### src/rtl/srr_pkg.sv
// ----------------------------------------------------------------------------
// srr_pkg
// Sizes, codes and controller/datapath interface types of the rename unit.
// ----------------------------------------------------------------------------
package srr_pkg;

  localparam int ARCH_REGS = 64;
  localparam int PHYS_REGS = 128;
  localparam int SEGMENTS  = 4;
  localparam int BLOCKS    = 16;

  localparam int A_SEG = ARCH_REGS / SEGMENTS;
  localparam int P_SEG = PHYS_REGS / SEGMENTS;
  localparam int BPS   = ((BLOCKS / SEGMENTS) > 0) ? (BLOCKS / SEGMENTS) : 1;

  localparam int AW = $clog2(ARCH_REGS);
  localparam int PW = $clog2(PHYS_REGS);
  localparam int SW = (SEGMENTS > 1) ? $clog2(SEGMENTS) : 1;
  localparam int CW = $clog2(P_SEG + 1);
  localparam int XW = PW + 1;

  typedef enum logic [3:0] {
    OP_LOOKUP    = 4'd0,
    OP_ALLOC     = 4'd1,
    OP_FETCHMAP  = 4'd2,
    OP_COMMITMAP = 4'd3,
    OP_RELEASE   = 4'd4,
    OP_SETSTATE  = 4'd5,
    OP_LINKPREV  = 4'd6,
    OP_SQUASHONE = 4'd7,
    OP_SQUASHALL = 4'd8,
    OP_QUERY     = 4'd9
  } op_t;

  typedef enum logic [2:0] {
    ERR_OK        = 3'd0,
    ERR_NONE_FREE = 3'd1,
    ERR_ILLEGAL   = 3'd2,
    ERR_RANGE     = 3'd3,
    ERR_FULL      = 3'd4
  } err_t;

  localparam logic [1:0] ST_AVAIL = 2'd0;
  localparam logic [1:0] ST_RINV  = 2'd1;
  localparam logic [1:0] ST_RVAL  = 2'd2;
  localparam logic [1:0] ST_ARCH  = 2'd3;

  localparam logic CFG_ARCH_BASE = 1'b0;
  localparam logic CFG_PHYS_BASE = 1'b1;

  typedef struct packed {
    logic          init;
    logic          capture;
    logic          exec;
    logic          alloc_fin;
    logic          sqa;
    logic          sqb;
    logic          sq_fin;
    logic [XW-1:0] cnt;
  } cmd_t;

  typedef struct packed {
    op_t  op;
    logic alloc_hit;
  } sts_t;

endpackage

### src/rtl/segmented_register_rename_unit.sv
// ----------------------------------------------------------------------------
// segmented_register_rename_unit
// Segmented register renamer with per-segment free stacks.
// ----------------------------------------------------------------------------
// One op at a time. After reset the tables are loaded by a sweep over
// every physical register (in_stall high). Each op then steps through
// map/state read, dependent state read for commit-map, execute and result;
// a successful allocate adds a free-stack read before the result.
// Squash-all then sweeps one commit-map entry then one physical register
// per cycle over the single-write-port tables. The next input beat is
// taken in the cycle after the result beat leaves. Config writes are
// always taken.
module segmented_register_rename_unit (
  input  logic       clk,
  input  logic       rst_n,
  input  logic       cfg_valid,
  output logic       cfg_ready,
  input  logic       cfg_index,
  input  logic [7:0] cfg_data,
  input  logic       in_valid,
  output logic       in_stall,
  input  logic [3:0] in_opcode,
  input  logic [8:0] in_arch_reg,
  input  logic [8:0] in_phys_reg,
  input  logic [8:0] in_prev_phys,
  input  logic [3:0] in_block_index,
  input  logic [1:0] in_new_state,
  output logic       out_valid,
  input  logic       out_stall,
  output logic [8:0] out_phys_out,
  output logic [1:0] out_state_out,
  output logic       out_data_valid,
  output logic [8:0] out_prev_out,
  output logic       out_prev_present,
  output logic [7:0] out_free_total,
  output logic       out_local_alloc,
  output logic [2:0] out_error_code
);
  import srr_pkg::*;

  cmd_t cmd;
  sts_t sts;

  assign cfg_ready = 1'b1;

  srr_ctrl u_ctrl (
    .clk       (clk),
    .rst_n     (rst_n),
    .in_valid  (in_valid),
    .in_stall  (in_stall),
    .out_valid (out_valid),
    .out_stall (out_stall),
    .sts       (sts),
    .cmd       (cmd)
  );

  srr_dp u_dp (
    .clk              (clk),
    .rst_n            (rst_n),
    .cfg_we           (cfg_valid & cfg_ready),
    .cfg_index        (cfg_index),
    .cfg_data         (cfg_data),
    .in_opcode        (in_opcode),
    .in_arch_reg      (in_arch_reg),
    .in_phys_reg      (in_phys_reg),
    .in_prev_phys     (in_prev_phys),
    .in_block_index   (in_block_index),
    .in_new_state     (in_new_state),
    .cmd              (cmd),
    .sts              (sts),
    .out_phys_out     (out_phys_out),
    .out_state_out    (out_state_out),
    .out_data_valid   (out_data_valid),
    .out_prev_out     (out_prev_out),
    .out_prev_present (out_prev_present),
    .out_free_total   (out_free_total),
    .out_local_alloc  (out_local_alloc),
    .out_error_code   (out_error_code)
  );

endmodule

### src/rtl/srr_ctrl.sv
// ----------------------------------------------------------------------------
// srr_ctrl
// Sequencer: init sweep, per-op read/execute steps, squash-all sweeps.
// ----------------------------------------------------------------------------
module srr_ctrl (
  input  logic          clk,
  input  logic          rst_n,
  input  logic          in_valid,
  output logic          in_stall,
  output logic          out_valid,
  input  logic          out_stall,
  input  srr_pkg::sts_t sts,
  output srr_pkg::cmd_t cmd
);
  import srr_pkg::*;

  typedef enum logic [9:0] {
    S_INIT  = 10'b0000000001,
    S_IDLE  = 10'b0000000010,
    S_RD    = 10'b0000000100,
    S_CM    = 10'b0000001000,
    S_EXEC  = 10'b0000010000,
    S_ALLOC = 10'b0000100000,
    S_SQA   = 10'b0001000000,
    S_SQB   = 10'b0010000000,
    S_SQF   = 10'b0100000000,
    S_DONE  = 10'b1000000000
  } state_t;

  state_t        state_r, state_nxt;
  logic [XW-1:0] cnt_r, cnt_nxt;

  always_comb begin
    state_nxt = state_r;
    cnt_nxt   = cnt_r;
    cmd       = '0;
    cmd.cnt   = cnt_r;
    unique case (state_r)
      S_INIT: begin
        cmd.init = 1'b1;
        if (cnt_r == XW'(PHYS_REGS - 1)) begin
          state_nxt = S_IDLE;
          cnt_nxt   = '0;
        end else begin
          cnt_nxt = cnt_r + 1'b1;
        end
      end
      S_IDLE: begin
        if (in_valid) begin
          cmd.capture = 1'b1;
          state_nxt   = S_RD;
        end
      end
      S_RD: state_nxt = S_CM;
      S_CM: state_nxt = S_EXEC;
      S_EXEC: begin
        cmd.exec = 1'b1;
        if (sts.op == OP_SQUASHALL) begin
          state_nxt = S_SQA;
          cnt_nxt   = '0;
        end else if (sts.op == OP_ALLOC && sts.alloc_hit) begin
          state_nxt = S_ALLOC;
        end else begin
          state_nxt = S_DONE;
        end
      end
      S_ALLOC: begin
        cmd.alloc_fin = 1'b1;
        state_nxt     = S_DONE;
      end
      S_SQA: begin
        cmd.sqa = 1'b1;
        if (cnt_r == XW'(ARCH_REGS)) begin
          state_nxt = S_SQB;
          cnt_nxt   = '0;
        end else begin
          cnt_nxt = cnt_r + 1'b1;
        end
      end
      S_SQB: begin
        cmd.sqb = 1'b1;
        if (cnt_r == XW'(PHYS_REGS - 1)) begin
          state_nxt = S_SQF;
          cnt_nxt   = '0;
        end else begin
          cnt_nxt = cnt_r + 1'b1;
        end
      end
      S_SQF: begin
        cmd.sq_fin = 1'b1;
        state_nxt  = S_DONE;
      end
      S_DONE: begin
        if (!out_stall) state_nxt = S_IDLE;
      end
      default: state_nxt = S_IDLE;
    endcase
  end

  always_ff @(posedge clk) begin
    if (!rst_n) begin
      state_r <= S_INIT;
      cnt_r   <= '0;
    end else begin
      state_r <= state_nxt;
      cnt_r   <= cnt_nxt;
    end
  end

  assign in_stall  = (state_r != S_IDLE);
  assign out_valid = (state_r == S_DONE);

endmodule

### src/rtl/srr_dp.sv
// ----------------------------------------------------------------------------
// srr_dp
// Maps, register state, links, free stacks and the result register.
// ----------------------------------------------------------------------------
module srr_dp (
  input  logic          clk,
  input  logic          rst_n,
  input  logic          cfg_we,
  input  logic          cfg_index,
  input  logic [7:0]    cfg_data,
  input  logic [3:0]    in_opcode,
  input  logic [8:0]    in_arch_reg,
  input  logic [8:0]    in_phys_reg,
  input  logic [8:0]    in_prev_phys,
  input  logic [3:0]    in_block_index,
  input  logic [1:0]    in_new_state,
  input  srr_pkg::cmd_t cmd,
  output srr_pkg::sts_t sts,
  output logic [8:0]    out_phys_out,
  output logic [1:0]    out_state_out,
  output logic          out_data_valid,
  output logic [8:0]    out_prev_out,
  output logic          out_prev_present,
  output logic [7:0]    out_free_total,
  output logic          out_local_alloc,
  output logic [2:0]    out_error_code
);
  import srr_pkg::*;

  logic [7:0] arch_base_r, phys_base_r;

  // captured operands
  op_t           op_r;
  logic [AW-1:0] a_idx_r;
  logic [PW-1:0] p_idx_r, q_idx_r;
  logic          a_ok_r, p_ok_r, q_ok_r;
  logic [3:0]    blk_r;
  logic [1:0]    ns_r;

  logic [9:0] a_diff, p_diff, q_diff;

  // storage
  logic [PW-1:0] fm_mem [ARCH_REGS];
  logic [PW-1:0] cm_mem [ARCH_REGS];
  logic [1:0]    st_mem [PHYS_REGS];
  logic [PW:0]   lk_mem [PHYS_REGS];
  logic [PW-1:0] fs_mem [PHYS_REGS];
  logic [PW-1:0] fm_q, cm_q, fs_q;
  logic [1:0]    stp_q, stc_q;
  logic [PW:0]   lk_q;

  logic [CW-1:0]        fc_r   [SEGMENTS];
  logic [CW-1:0]        fc_nxt [SEGMENTS];
  logic [PHYS_REGS-1:0] cmt_r;

  // write ports
  logic          fm_we, cm_we, st_we, lk_we, fs_we;
  logic [AW-1:0] fm_wa, cm_wa, cm_ra;
  logic [PW-1:0] fm_wd, cm_wd, st_wa, lk_wa, fs_wa, fs_wd, fs_ra;
  logic [1:0]    st_wd;
  logic [PW:0]   lk_wd;
  logic          cmt_set, cmt_clr;
  logic [PW-1:0] cmt_idx;

  // execute results
  err_t          ex_err;
  logic [1:0]    st_post;
  logic [PW:0]   lk_post;
  logic [8:0]    ex_phys;
  logic          ex_local;
  logic          hit;
  logic [SW-1:0] home, aseg;
  logic [7:0]    tot;

  assign a_diff = {1'b0, in_arch_reg} - {2'b0, arch_base_r};
  assign p_diff = {1'b0, in_phys_reg} - {2'b0, phys_base_r};
  assign q_diff = {1'b0, in_prev_phys} - {2'b0, phys_base_r};

  always_ff @(posedge clk) begin
    if (!rst_n) begin
      arch_base_r <= 8'd0;
      phys_base_r <= 8'd1;
    end else if (cfg_we) begin
      unique case (cfg_index)
        CFG_ARCH_BASE: arch_base_r <= cfg_data;
        CFG_PHYS_BASE: phys_base_r <= cfg_data;
        default: ;
      endcase
    end
  end

  always_ff @(posedge clk) begin
    if (cmd.capture) begin
      op_r    <= op_t'(in_opcode);
      a_idx_r <= a_diff[AW-1:0];
      p_idx_r <= p_diff[PW-1:0];
      q_idx_r <= q_diff[PW-1:0];
      a_ok_r  <= !a_diff[9] && ({1'b0, a_diff[8:0]} < 10'(ARCH_REGS));
      p_ok_r  <= !p_diff[9] && ({1'b0, p_diff[8:0]} < 10'(PHYS_REGS));
      q_ok_r  <= !q_diff[9] && ({1'b0, q_diff[8:0]} < 10'(PHYS_REGS));
      blk_r   <= in_block_index;
      ns_r    <= in_new_state;
    end
  end

  // home segment and wrap-around search, starting at home, for a non-empty stack
  always_comb begin
    int t;
    hit  = 1'b0;
    aseg = '0;
    if (int'(blk_r) / BPS >= SEGMENTS) home = SW'(SEGMENTS - 1);
    else home = SW'(int'(blk_r) / BPS);
    for (int n = 0; n < SEGMENTS; n++) begin
      t = int'(home) + n;
      if (t >= SEGMENTS) t = t - SEGMENTS;
      if (!hit && fc_r[t] != '0) begin
        hit  = 1'b1;
        aseg = SW'(t);
      end
    end
  end

  assign sts.op        = op_r;
  assign sts.alloc_hit = hit && (int'(blk_r) < BLOCKS);

  always_comb begin
    int j, sg;
    j  = int'(cmd.cnt[PW-1:0]);
    sg = 0;
    fm_we = 1'b0; fm_wa = '0; fm_wd = '0;
    cm_we = 1'b0; cm_wa = '0; cm_wd = '0;
    st_we = 1'b0; st_wa = '0; st_wd = ST_AVAIL;
    lk_we = 1'b0; lk_wa = '0; lk_wd = '0;
    fs_we = 1'b0; fs_wa = '0; fs_wd = '0;
    cmt_set = 1'b0; cmt_clr = 1'b0; cmt_idx = '0;
    cm_ra   = cmd.sqa ? cmd.cnt[AW-1:0] : a_idx_r;
    fs_ra   = PW'(int'(aseg) * P_SEG + int'(fc_r[aseg]) - 1);
    ex_err   = ERR_OK;
    st_post  = stp_q;
    lk_post  = lk_q;
    ex_phys  = '0;
    ex_local = 1'b0;
    fc_nxt   = fc_r;
    priority if (cmd.init) begin
      // reset image: identity map per segment, rest of each segment free
      if (j < ARCH_REGS) begin
        fm_we = 1'b1;
        cm_we = 1'b1;
        fm_wa = AW'(j);
        cm_wa = AW'(j);
        fm_wd = PW'((j / A_SEG) * P_SEG + (j % A_SEG));
        cm_wd = PW'((j / A_SEG) * P_SEG + (j % A_SEG));
      end
      st_we = 1'b1;
      st_wa = PW'(j);
      st_wd = ((j % P_SEG) < A_SEG) ? ST_ARCH : ST_AVAIL;
      lk_we = 1'b1;
      lk_wa = PW'(j);
      if ((j % P_SEG) >= A_SEG) begin
        fs_we = 1'b1;
        fs_wa = PW'((j / P_SEG) * P_SEG + (j % P_SEG) - A_SEG);
        fs_wd = PW'(j);
      end
    end else if (cmd.sqa) begin
      // read data is registered and arrives in the cycle after its address
      if (cmd.cnt != '0) begin
        fm_we   = 1'b1;
        fm_wa   = AW'(int'(cmd.cnt) - 1);
        fm_wd   = cm_q;
        cmt_set = 1'b1;
        cmt_idx = cm_q;
      end
    end else if (cmd.sqb) begin
      st_we = 1'b1;
      st_wa = PW'(j);
      st_wd = cmt_r[j] ? ST_ARCH : ST_AVAIL;
      lk_we = 1'b1;
      lk_wa = PW'(j);
      sg    = j / P_SEG;
      if (!cmt_r[j] && sg < SEGMENTS && int'(fc_r[sg]) < P_SEG) begin
        fs_we      = 1'b1;
        fs_wa      = PW'(sg * P_SEG + int'(fc_r[sg]));
        fs_wd      = PW'(j);
        fc_nxt[sg] = fc_r[sg] + 1'b1;
      end
    end else if (cmd.exec) begin
      unique case (op_r)
        OP_LOOKUP: begin
          if (!a_ok_r) ex_err = ERR_RANGE;
          else ex_phys = 9'(phys_base_r) + 9'(fm_q);
        end
        OP_ALLOC: begin
          if (int'(blk_r) >= BLOCKS) ex_err = ERR_RANGE;
          else if (!hit) ex_err = ERR_NONE_FREE;
          else begin
            fc_nxt[aseg] = fc_r[aseg] - 1'b1;
            ex_local     = (aseg == home);
          end
        end
        OP_FETCHMAP: begin
          if (!a_ok_r || !p_ok_r) ex_err = ERR_RANGE;
          else if (stp_q != ST_AVAIL) ex_err = ERR_ILLEGAL;
          else begin
            fm_we = 1'b1;
            fm_wa = a_idx_r;
            fm_wd = p_idx_r;
          end
        end
        OP_COMMITMAP: begin
          if (!a_ok_r || !p_ok_r) ex_err = ERR_RANGE;
          else if (stc_q != ST_AVAIL || stp_q != ST_ARCH) ex_err = ERR_ILLEGAL;
          else begin
            cm_we = 1'b1;
            cm_wa = a_idx_r;
            cm_wd = p_idx_r;
          end
        end
        OP_RELEASE: begin
          sg = int'(p_idx_r) / P_SEG;
          if (!p_ok_r) ex_err = ERR_RANGE;
          else if (sg >= SEGMENTS || int'(fc_r[sg]) >= P_SEG) ex_err = ERR_FULL;
          else begin
            fs_we      = 1'b1;
            fs_wa      = PW'(sg * P_SEG + int'(fc_r[sg]));
            fs_wd      = p_idx_r;
            fc_nxt[sg] = fc_r[sg] + 1'b1;
            lk_we      = 1'b1;
            lk_wa      = p_idx_r;
            lk_post    = '0;
          end
        end
        OP_SETSTATE: begin
          if (!p_ok_r) ex_err = ERR_RANGE;
          else if (ns_r != stp_q + 2'd1) ex_err = ERR_ILLEGAL;
          else begin
            st_we   = 1'b1;
            st_wa   = p_idx_r;
            st_wd   = ns_r;
            st_post = ns_r;
          end
        end
        OP_LINKPREV: begin
          if (!p_ok_r || !q_ok_r) ex_err = ERR_RANGE;
          else if (stp_q != ST_AVAIL || ns_r != ST_RINV) ex_err = ERR_ILLEGAL;
          else begin
            st_we   = 1'b1;
            st_wa   = p_idx_r;
            st_wd   = ST_RINV;
            st_post = ST_RINV;
            lk_we   = 1'b1;
            lk_wa   = p_idx_r;
            lk_wd   = {1'b1, q_idx_r};
            lk_post = {1'b1, q_idx_r};
          end
        end
        OP_SQUASHONE: begin
          if (!p_ok_r) ex_err = ERR_RANGE;
          else if (stp_q != ST_RINV && stp_q != ST_RVAL) ex_err = ERR_ILLEGAL;
          else begin
            st_we   = 1'b1;
            st_wa   = p_idx_r;
            st_wd   = ST_AVAIL;
            st_post = ST_AVAIL;
          end
        end
        OP_SQUASHALL: begin
          cmt_clr = 1'b1;
          for (int s = 0; s < SEGMENTS; s++) fc_nxt[s] = '0;
        end
        OP_QUERY: begin
          if (!p_ok_r) ex_err = ERR_RANGE;
        end
        default: ex_err = ERR_RANGE;
      endcase
    end
  end

  always_comb begin
    tot = '0;
    for (int s = 0; s < SEGMENTS; s++) tot = tot + 8'(fc_nxt[s]);
  end

  always_ff @(posedge clk) begin
    if (fm_we) fm_mem[fm_wa] <= fm_wd;
    fm_q <= fm_mem[a_idx_r];
  end

  always_ff @(posedge clk) begin
    if (cm_we) cm_mem[cm_wa] <= cm_wd;
    cm_q <= cm_mem[cm_ra];
  end

  always_ff @(posedge clk) begin
    if (st_we) st_mem[st_wa] <= st_wd;
    stp_q <= st_mem[p_idx_r];
    stc_q <= st_mem[cm_q];
  end

  always_ff @(posedge clk) begin
    if (lk_we) lk_mem[lk_wa] <= lk_wd;
    lk_q <= lk_mem[p_idx_r];
  end

  always_ff @(posedge clk) begin
    if (fs_we) fs_mem[fs_wa] <= fs_wd;
    fs_q <= fs_mem[fs_ra];
  end

  always_ff @(posedge clk) begin
    if (!rst_n) begin
      for (int s = 0; s < SEGMENTS; s++) fc_r[s] <= CW'(P_SEG - A_SEG);
    end else begin
      for (int s = 0; s < SEGMENTS; s++) fc_r[s] <= fc_nxt[s];
    end
  end

  always_ff @(posedge clk) begin
    if (cmt_clr) cmt_r <= '0;
    else if (cmt_set) cmt_r[cmt_idx] <= 1'b1;
  end

  // result register
  always_ff @(posedge clk) begin
    if (cmd.exec) begin
      out_phys_out     <= ex_phys;
      out_state_out    <= p_ok_r ? st_post : 2'd0;
      out_data_valid   <= p_ok_r && st_post[1];
      out_prev_present <= p_ok_r && lk_post[PW];
      out_prev_out     <= (p_ok_r && lk_post[PW]) ?
                          9'(phys_base_r) + 9'(lk_post[PW-1:0]) : 9'd0;
      out_free_total   <= tot;
      out_local_alloc  <= ex_local;
      out_error_code   <= ex_err;
    end else if (cmd.alloc_fin) begin
      out_phys_out <= 9'(phys_base_r) + 9'(fs_q);
    end else if (cmd.sq_fin) begin
      out_phys_out     <= '0;
      out_state_out    <= (p_ok_r && cmt_r[p_idx_r]) ? ST_ARCH : ST_AVAIL;
      out_data_valid   <= p_ok_r && cmt_r[p_idx_r];
      out_prev_present <= 1'b0;
      out_prev_out     <= '0;
      out_free_total   <= tot;
      out_local_alloc  <= 1'b0;
      out_error_code   <= ERR_OK;
    end
  end

endmodule

### config.mk
export PLATFORM = sky130hd
export DESIGN_NAME = segmented_register_rename_unit
export DESIGN_NICKNAME = d
export VERILOG_FILES = /design/src/rtl/srr_pkg.sv /design/src/rtl/segmented_register_rename_unit.sv /design/src/rtl/srr_ctrl.sv /design/src/rtl/srr_dp.sv
export SDC_FILE = /design/constraint.sdc
export NUM_CORES = 2
export LEC_CHECK = 0
export ABC_CLOCK_PERIOD_IN_PS = 12000
export BUFFER_PORTS_ARGS = -buffer_cell sky130_fd_sc_hd__buf_4
export CAP_MARGIN = 5
export CORE_MARGIN = 2
export CORE_UTILIZATION = 44
export CTS_BUF_LIST = sky130_fd_sc_hd__clkbuf_4
export CTS_CLUSTER_DIAMETER = 120
export DETAILED_ROUTE_END_ITERATION = 8
export SLEW_MARGIN = 15
export SYNTH_ARGS = -nofsm -noshare
export SYNTH_HDL_FRONTEND = slang
export SYNTH_HIERARCHICAL = 1
export SYNTH_SLANG_ARGS = --single-unit
### constraint.sdc
create_clock -name clk -period 12 [get_ports clk]
set_clock_uncertainty 0.15 [all_clocks]
set_input_delay 1.2 -clock clk [delete_from_list [all_inputs] [get_ports clk]]
set_output_delay 1.2 -clock clk [all_outputs]
set_load 0.01 [all_outputs]
# Word-level counts from Yosys, hierarchy flattened

Memory sizes are Yosys's and may differ from the RTL's. A register that Yosys moved wholly into a read port is not among the register bits.
Cells that the tools add are included.
Widths: inputs -> output; s select.

Flip-flop bits (word level): 253
Logic and storage cells: 479
Bits in writable memories: 3072
Output and inout port bits: 37
Memories kept: 5
Input bits: 51

Memory list:

| memory      | words | width | read ports | clocked after memory_dff | wr ports | line         | RTL |
|---|---|---|---|---|---|---|---|
| u_dp.lk_mem | 128   | 8     | 1          | 1                        | 1        | srr_dp.sv:46 | `logic [PW:0] lk_mem [PHYS_REGS];` |
| u_dp.fs_mem | 128   | 7     | 1          | 1                        | 1        | srr_dp.sv:47 | `logic [PW-1:0] fs_mem [PHYS_REGS];` |
| u_dp.cm_mem | 64    | 7     | 1          | 1                        | 1        | srr_dp.sv:44 | `logic [PW-1:0] cm_mem [ARCH_REGS];` |
| u_dp.fm_mem | 64    | 7     | 1          | 1                        | 1        | srr_dp.sv:43 | `logic [PW-1:0] fm_mem [ARCH_REGS];` |
| u_dp.st_mem | 128   | 2     | 2          | 2                        | 1        | srr_dp.sv:45 | `logic [1:0] st_mem [PHYS_REGS];` |

Reduce and logical (&&, ||, !) cells: 50
$add $sub $neg: 29
Equal/unequal tests: 35
Bitwise logic cells: 9
Mux-type cells: 296
$lt $le $gt $ge: 29

Operators by type and width:

| operator              | number |
|---|---|
| $mux 7                | 50 |
| $mux 6                | 34 |
| $ge 32x3->1 const B   | 6 |
| $mux 24               | 8 |
| $mux 8                | 21 |
| $mux 32               | 4 |
| $not 32->32           | 4 |
| $or 128x128->128      | 1 |
| $mux 9                | 11 |
| $ge 32x4->1 const B   | 3 |
| $sub 32x4->32 const B | 3 |
| $pmux 10 s9           | 1 |
| $mux 1                | 85 |
| $bmux 6 s2            | 7 |
| $bwmux 24             | 3 |
| $mux 2                | 36 |
| $pmux 24 s3           | 1 |
| $mux 10               | 7 |
| $lt 32x1->1 const B   | 2 |
| $not 2->32            | 2 |
| $mux 3                | 13 |
| $demux 6 s2           | 3 |
| $pmux 3 s10           | 1 |
| $sub 9x8->10          | 3 |
| other kinds (71)      | 139 |

# Depth between registers and ports, before layout

Depth in word-level cells: 37
Gate-level depth with buffers: 31

# Hierarchy

Netlist, hierarchy kept.

By module, submodules not included:

| module                         | times used | area an instance (um2) | cells an instance | sequential area each (um2) |
|---|---|---|---|---|
| srr_dp                         | 1          | 138187.5               | 7540              | 98194.2 |
| srr_ctrl                       | 1          | 1117.3                 | 136               | 360.3 |
| segmented_register_rename_unit | 1          | 11.3                   | 2                 | 0.0 |

# Worst setup path after synthesis

OpenSTA, ideal clock, no wires.

Path type: flip-flop to flip-flop
From: register u_ctrl.state_r[5]
To: register u_dp.out_prev_out[7] (data pin)
Arrival: 10.532 ns
Path slack: 1.042 ns
Period minus slack after synthesis: 10.958 ns
Buffers on the path: 1
Library setup time: 0.276 ns
Cell stages (with the launch flop): 21
Cells stage by stage: dfxtp_1 nor3_4 and2_1 and3_2 clkbuf_1 clkinv_1 nand2_1 nor2_1 nand3_1 nor3_1 and2_1 a21o_1 ha_1 a21o_1 a21o_1 a21o_1 a21oi_1 o21bai_1 a21oi_1 xnor2_1 nor2_1

RTL lines:

| what                   | line            | RTL |
|---|---|---|
| from (decl)            | srr_ctrl.sv:30  | `state_t state_r, state_nxt;` |
| from (signal assigned) | srr_ctrl.sv:105 | `state_r <= state_nxt;` |
| to (signal assigned)   | srr_dp.sv:329   | `out_prev_out <= (p_ok_r && lk_post[PW]) ?` |
| to (decl)              | srr_dp.sv:22    | `output logic [8:0] out_prev_out,` |

==> insert_results.sql <==
INSERT INTO impl_metrics (metric_group, metric, value, unit) VALUES
('clock_network', 'clkSinkCount', '3355', ''),
('drt', 'detail-route-antenna-nets', '0', ''),
('die', 'dieWidth', '567', 'µm'),
('sta', 'setup_tns_after_final_layout', '0', 'ns'),
('sta', 'timing_worst_slew_pin_value', '1.26', 'ns'),
('logic_synthesis', 'postSynth.asyncResetShare', '0', ''),
('grt', 'met2_usage', '0.355', ''),
('critical_path', 'worst-setup-path-type', 'reg -> reg', ''),
('grt', 'number_of_global_route_vias_before_repair', '78900', ''),
('logic_synthesis', 'synth_fp_nets', '7823', ''),
('flow_run', 'max-cap-violations', '0', ''),
('drt', 'avgViaCountPerCell', '5.85', ''),
('sta', 'final_hold_viol_count', '0', ''),
('layout', 'post_layout_inst_area', '156000', 'µm²'),
('sta', 'finalMaxSlewViolations', '0', ''),
('sta', 'timing.fmax', '134', 'MHz'),
('power_and_ir_drop', 'power_frac_comb', '0.051', ''),
('die', 'fp.dieArea', '321000', 'µm²'),
('drt', 'dr.first_iter.drc_count', '7898', ''),
('layout', 'count_of_fill_cells_added_during_filler_insertion', '26300', ''),
('power_and_ir_drop', 'power.leakage', '49.9', 'nW'),
('layout', 'multi_input_area', '38900', 'µm²'),
('drt', 'vias', '77000', ''),
('logic_synthesis', 'synth.avg_cell_area', '18.1', 'µm²'),
('critical_path', 'required', '13.17', 'ns'),
('clock_network', 'cts_buffers', '829', ''),
('placed_design', 'dpl_cell_area', '145000', 'µm²'),
('layout', 'finish.net_count', '8497', ''),
('logic_synthesis', 'synthesis.area', '139000', 'µm²'),
('layout', 'mostFrequentLayoutCell', 'sky130_fd_sc_hd__edfxtp_1', ''),
('logic_synthesis', 'synth_seq_cells', '3355', ''),
('drt', 'drc', '0', ''),
('power_and_ir_drop', 'power.clock.fraction', '0.403', ''),
('power_and_ir_drop', 'power.internal', '18.1', 'mW'),
('grt', 'number_of_antenna_violations_at_the_first_check_in_global_routing', '12', ''),
('layout', 'regArea', '98600', 'µm²'),
('run_status', 'outcome', 'finished clean', ''),
('critical_path', 'launching_element_type_of_the_critical_path', 'flop', ''),
('sta', 'timing.final.crit_share', '0.624', ''),
('power_and_ir_drop', 'p_sw', '5.38', 'mW'),
('clock_network', 'tritoncts_clock_tree', 'done', ''),
('drt', 'finalWirelength', '357', 'mm'),
('die', 'rows', '206', ''),
('die', 'starting_density', '0.442', ''),
('sta', 'final.min_clock_period', '7.48', 'ns'),
('critical_path', 'worst_ep_arrival_time', '8.65', 'ns'),
('sta', 'timing.slew.headroom', '0.158', ''),
('power_and_ir_drop', 'sequentialPowerShare', '0.546', ''),
('power_and_ir_drop', 'power_per_cell_area', '151', 'nW/µm²'),
('layout', 'drive_above_1_share', '0.287', ''),
('placed_design', 'routabilityCongestion', '0.880', ''),
('critical_path', 'cp_max_fo', '110', ''),
('grt', 'grt_usage', '0.219', ''),
('clock_network', 'htree_num_levels', '6', ''),
('logic_synthesis', 'synth-seq-area-share', '0.707', ''),
('clock_network', 'clk_pin_slew', '0.07', 'ns'),
('logic_synthesis', 'synth_edf_count', '3136', ''),
('logic_synthesis', 'synth.distinct_cells', '93', ''),
('grt', 'global_route_wire_length_before_repair', '523', 'mm'),
('placed_design', 'port-buffer-count', '84', ''),
('placed_design', 'dp_hpwl', '217', 'mm'),
('die', 'core_area', '315000', 'µm²'),
('clock_network', 'cts_root_buf', 'sky130_fd_sc_hd__clkbuf_4', ''),
('power_and_ir_drop', 'irDropWorstVdd', '0.0933', 'mV'),
('min_path', 'min_delay_worst_type', 'in -> reg', ''),
('logic_synthesis', 'synth_cells', '7678', ''),
('grt', 'global_route.overflow_total', '0', ''),
('drt', 'dr.pass1.iters', '6', ''),
('grt', 'grtUsageMet3', '0.0410', ''),
('clock_network', 'post_cts.resized_instances', '0', ''),
('layout', 'area.growth.synth_to_final', '12.0', '%');
## synthesized netlist by cell type, drive strengths merged (9+ instances only)
| master | n | area [µm²] |
|---|---|---|
| xnor2 | 40 | 350 |
| and3 | 34 | 215 |
| o221ai | 54 | 473 |
| a21oi | 259 | 1300 |
| nor2b | 30 | 188 |
| mux2 | 35 | 394 |
| ha | 75 | 938 |
| a22oi | 25 | 188 |
| mux4 | 970 | 21800 |
| nand3 | 88 | 445 |
| mux2i | 183 | 1830 |
| nor2 | 791 | 2970 |
| inv | 101 | 379 |
| xor2 | 30 | 263 |
| or3 | 22 | 138 |
| nand2b | 26 | 170 |
| a31oi | 54 | 344 |
| buf | 146 | 830 |
| a22o | 13 | 114 |
| o21ai | 132 | 664 |
| fa | 19 | 380 |
| o32ai | 12 | 105 |
| dfxtp | 219 | 4380 |
| nor4 | 15 | 93.8 |
| a21o | 48 | 360 |
| a41oi | 14 | 123 |
| a211oi | 40 | 300 |
| nand2 | 387 | 1450 |
| a311oi | 21 | 184 |
| o22ai | 72 | 464 |
| nor3 | 58 | 318 |
| clkbuf | 284 | 1070 |
| o211ai | 43 | 323 |
| o21bai | 9 | 67.6 |
| and2 | 66 | 413 |
| or4 | 12 | 93.8 |
| edfxtp | 3136 | 94200 |
## sequential cells by signal, indices dropped and copies added (netlist names), 7 cells and up
signal               count
u_dp/lk_mem           1024
u_dp/fs_mem            896
u_dp/cm_mem            448
u_dp/fm_mem            448
u_dp/st_mem            256
u_dp/cmt_r             128
u_dp/fc_r               24
u_ctrl/state_r          10
u_dp/out_phys_out        9
u_dp/out_prev_out        9
u_ctrl/cnt_r             8
u_dp/arch_base_r         8
u_dp/lk_q                8
u_dp/out_free_total      8
u_dp/phys_base_r         8
u_dp/cm_q                7
u_dp/fm_q                7
u_dp/fs_q                7
u_dp/p_idx_r             7
u_dp/q_idx_r             7
## layer usage
layer  up-vias  routed length, µm  part of all wire
met5         -                 13          0.000036
met4         2              15500             0.044
met3       648              25200             0.071
met2      3223             174000              0.49
met1     40000             142000              0.40
li1      33100                  -                 -
## cells by family (layout without fill, tap and decap cells)
group,after synthesis,in the layout,synth area share
flops,3355,3355,0.707
simple gates,1560,1560,0.0485
mux,1188,1188,0.173
compound gates,874,874,0.0409
buf+inv,536,1837,0.0165
fa+ha+maj,94,94,0.00947
xor+xnor,70,70,0.00440
other cells,1,12,0.0000269
## power by group through the flow
stage          clock (mW)  combinational, mW  sequential [mW]
6_report             9.47               1.20             12.9
3_3_place_gp            0               1.16             13.1
3_5_place_dp            0               1.17             13.1
5_1_grt              10.3               1.28             12.9
4_1_cts              9.77               1.20             12.9
2_1_floorplan           0              0.769             13.1
## critical path, stage by stage, from the launching register on
cell and delay (ns):
sky130_fd_sc_hd__dfxtp_1 0.40, sky130_fd_sc_hd__nor4_1 0.81, sky130_fd_sc_hd__nand2_1 0.23, sky130_fd_sc_hd__a32oi_1 0.25, sky130_fd_sc_hd__o211a_1 0.56, sky130_fd_sc_hd__inv_2 0.24
sky130_fd_sc_hd__nand3_1 0.15, sky130_fd_sc_hd__and2_4 0.39, sky130_fd_sc_hd__clkinv_16 0.40, sky130_fd_sc_hd__ha_1 0.43, sky130_fd_sc_hd__nand3_1 0.10, sky130_fd_sc_hd__xor2_1 0.15
sky130_fd_sc_hd__o21ai_0 0.09, sky130_fd_sc_hd__a22oi_1 0.23, sky130_fd_sc_hd__o22ai_1 0.13, sky130_fd_sc_hd__a22o_1 0.24, sky130_fd_sc_hd__fa_1 0.54, sky130_fd_sc_hd__inv_1 0.05
sky130_fd_sc_hd__fa_1 0.52, sky130_fd_sc_hd__inv_1 0.06, sky130_fd_sc_hd__ha_1 0.27, sky130_fd_sc_hd__a21o_1 0.18, sky130_fd_sc_hd__a21oi_1 0.24, sky130_fd_sc_hd__o21bai_1 0.12
sky130_fd_sc_hd__a21oi_1 0.18, sky130_fd_sc_hd__xnor2_1 0.08
## final timing paths
kind	startpoint	endpoint	slack, ns	cells past startpoint
worst min-delay path	in_phys_reg[4]	u_dp/p_idx_r[4]	0.22	3
worst min register to register	u_dp/phys_base_r[7]	u_dp/phys_base_r[7]	0.32	2
worst max-delay path	u_dp/fc_r[18]	u_dp/out_free_total[6]	4.52	25
worst max register to register	u_dp/fc_r[18]	u_dp/out_free_total[6]	4.52	25
## stage by stage
stage | hold WS [ns] | setup slack [ns] | utilization | instances | total power, mW
4_1_cts | 0.0337 | 4.58 | 0.495 | 13100 | 23.8
2_1_floorplan | 0.286 | 1.04 | - | 7678 | 13.8
5_1_grt | 0.0493 | 4.05 | 0.495 | 13100 | 24.5
6_report | 0.219 | 4.52 | 0.495 | 13200 | 23.5
3_5_place_dp | 0.312 | 4.60 | 0.460 | 11600 | 14.3
3_3_place_gp | 0.300 | 4.66 | 0.460 | 11600 | 14.3
## repair_timing
item / 4_1_cts / 5_1_grt
endpoints found under the hold margin: 75 / 0
setup buffers: 0 / 0
hold buffers: 56 / 0
## final cells by class
| type | instances | area share |
|---|---|---|
| multi-input combinational | 3787 | 0.249 |
| clock inverter | 299 | 0.0122 |
| antenna | 11 | 0.000176 |
| sequential | 3355 | 0.632 |
| inverter | 106 | 0.00272 |
| clock buffer | 1159 | 0.0558 |
| tap | 4160 | 0.0334 |
| timing repair buffer | 273 | 0.0149 |
No activity file was read; power rests on OpenSTA's default activity.
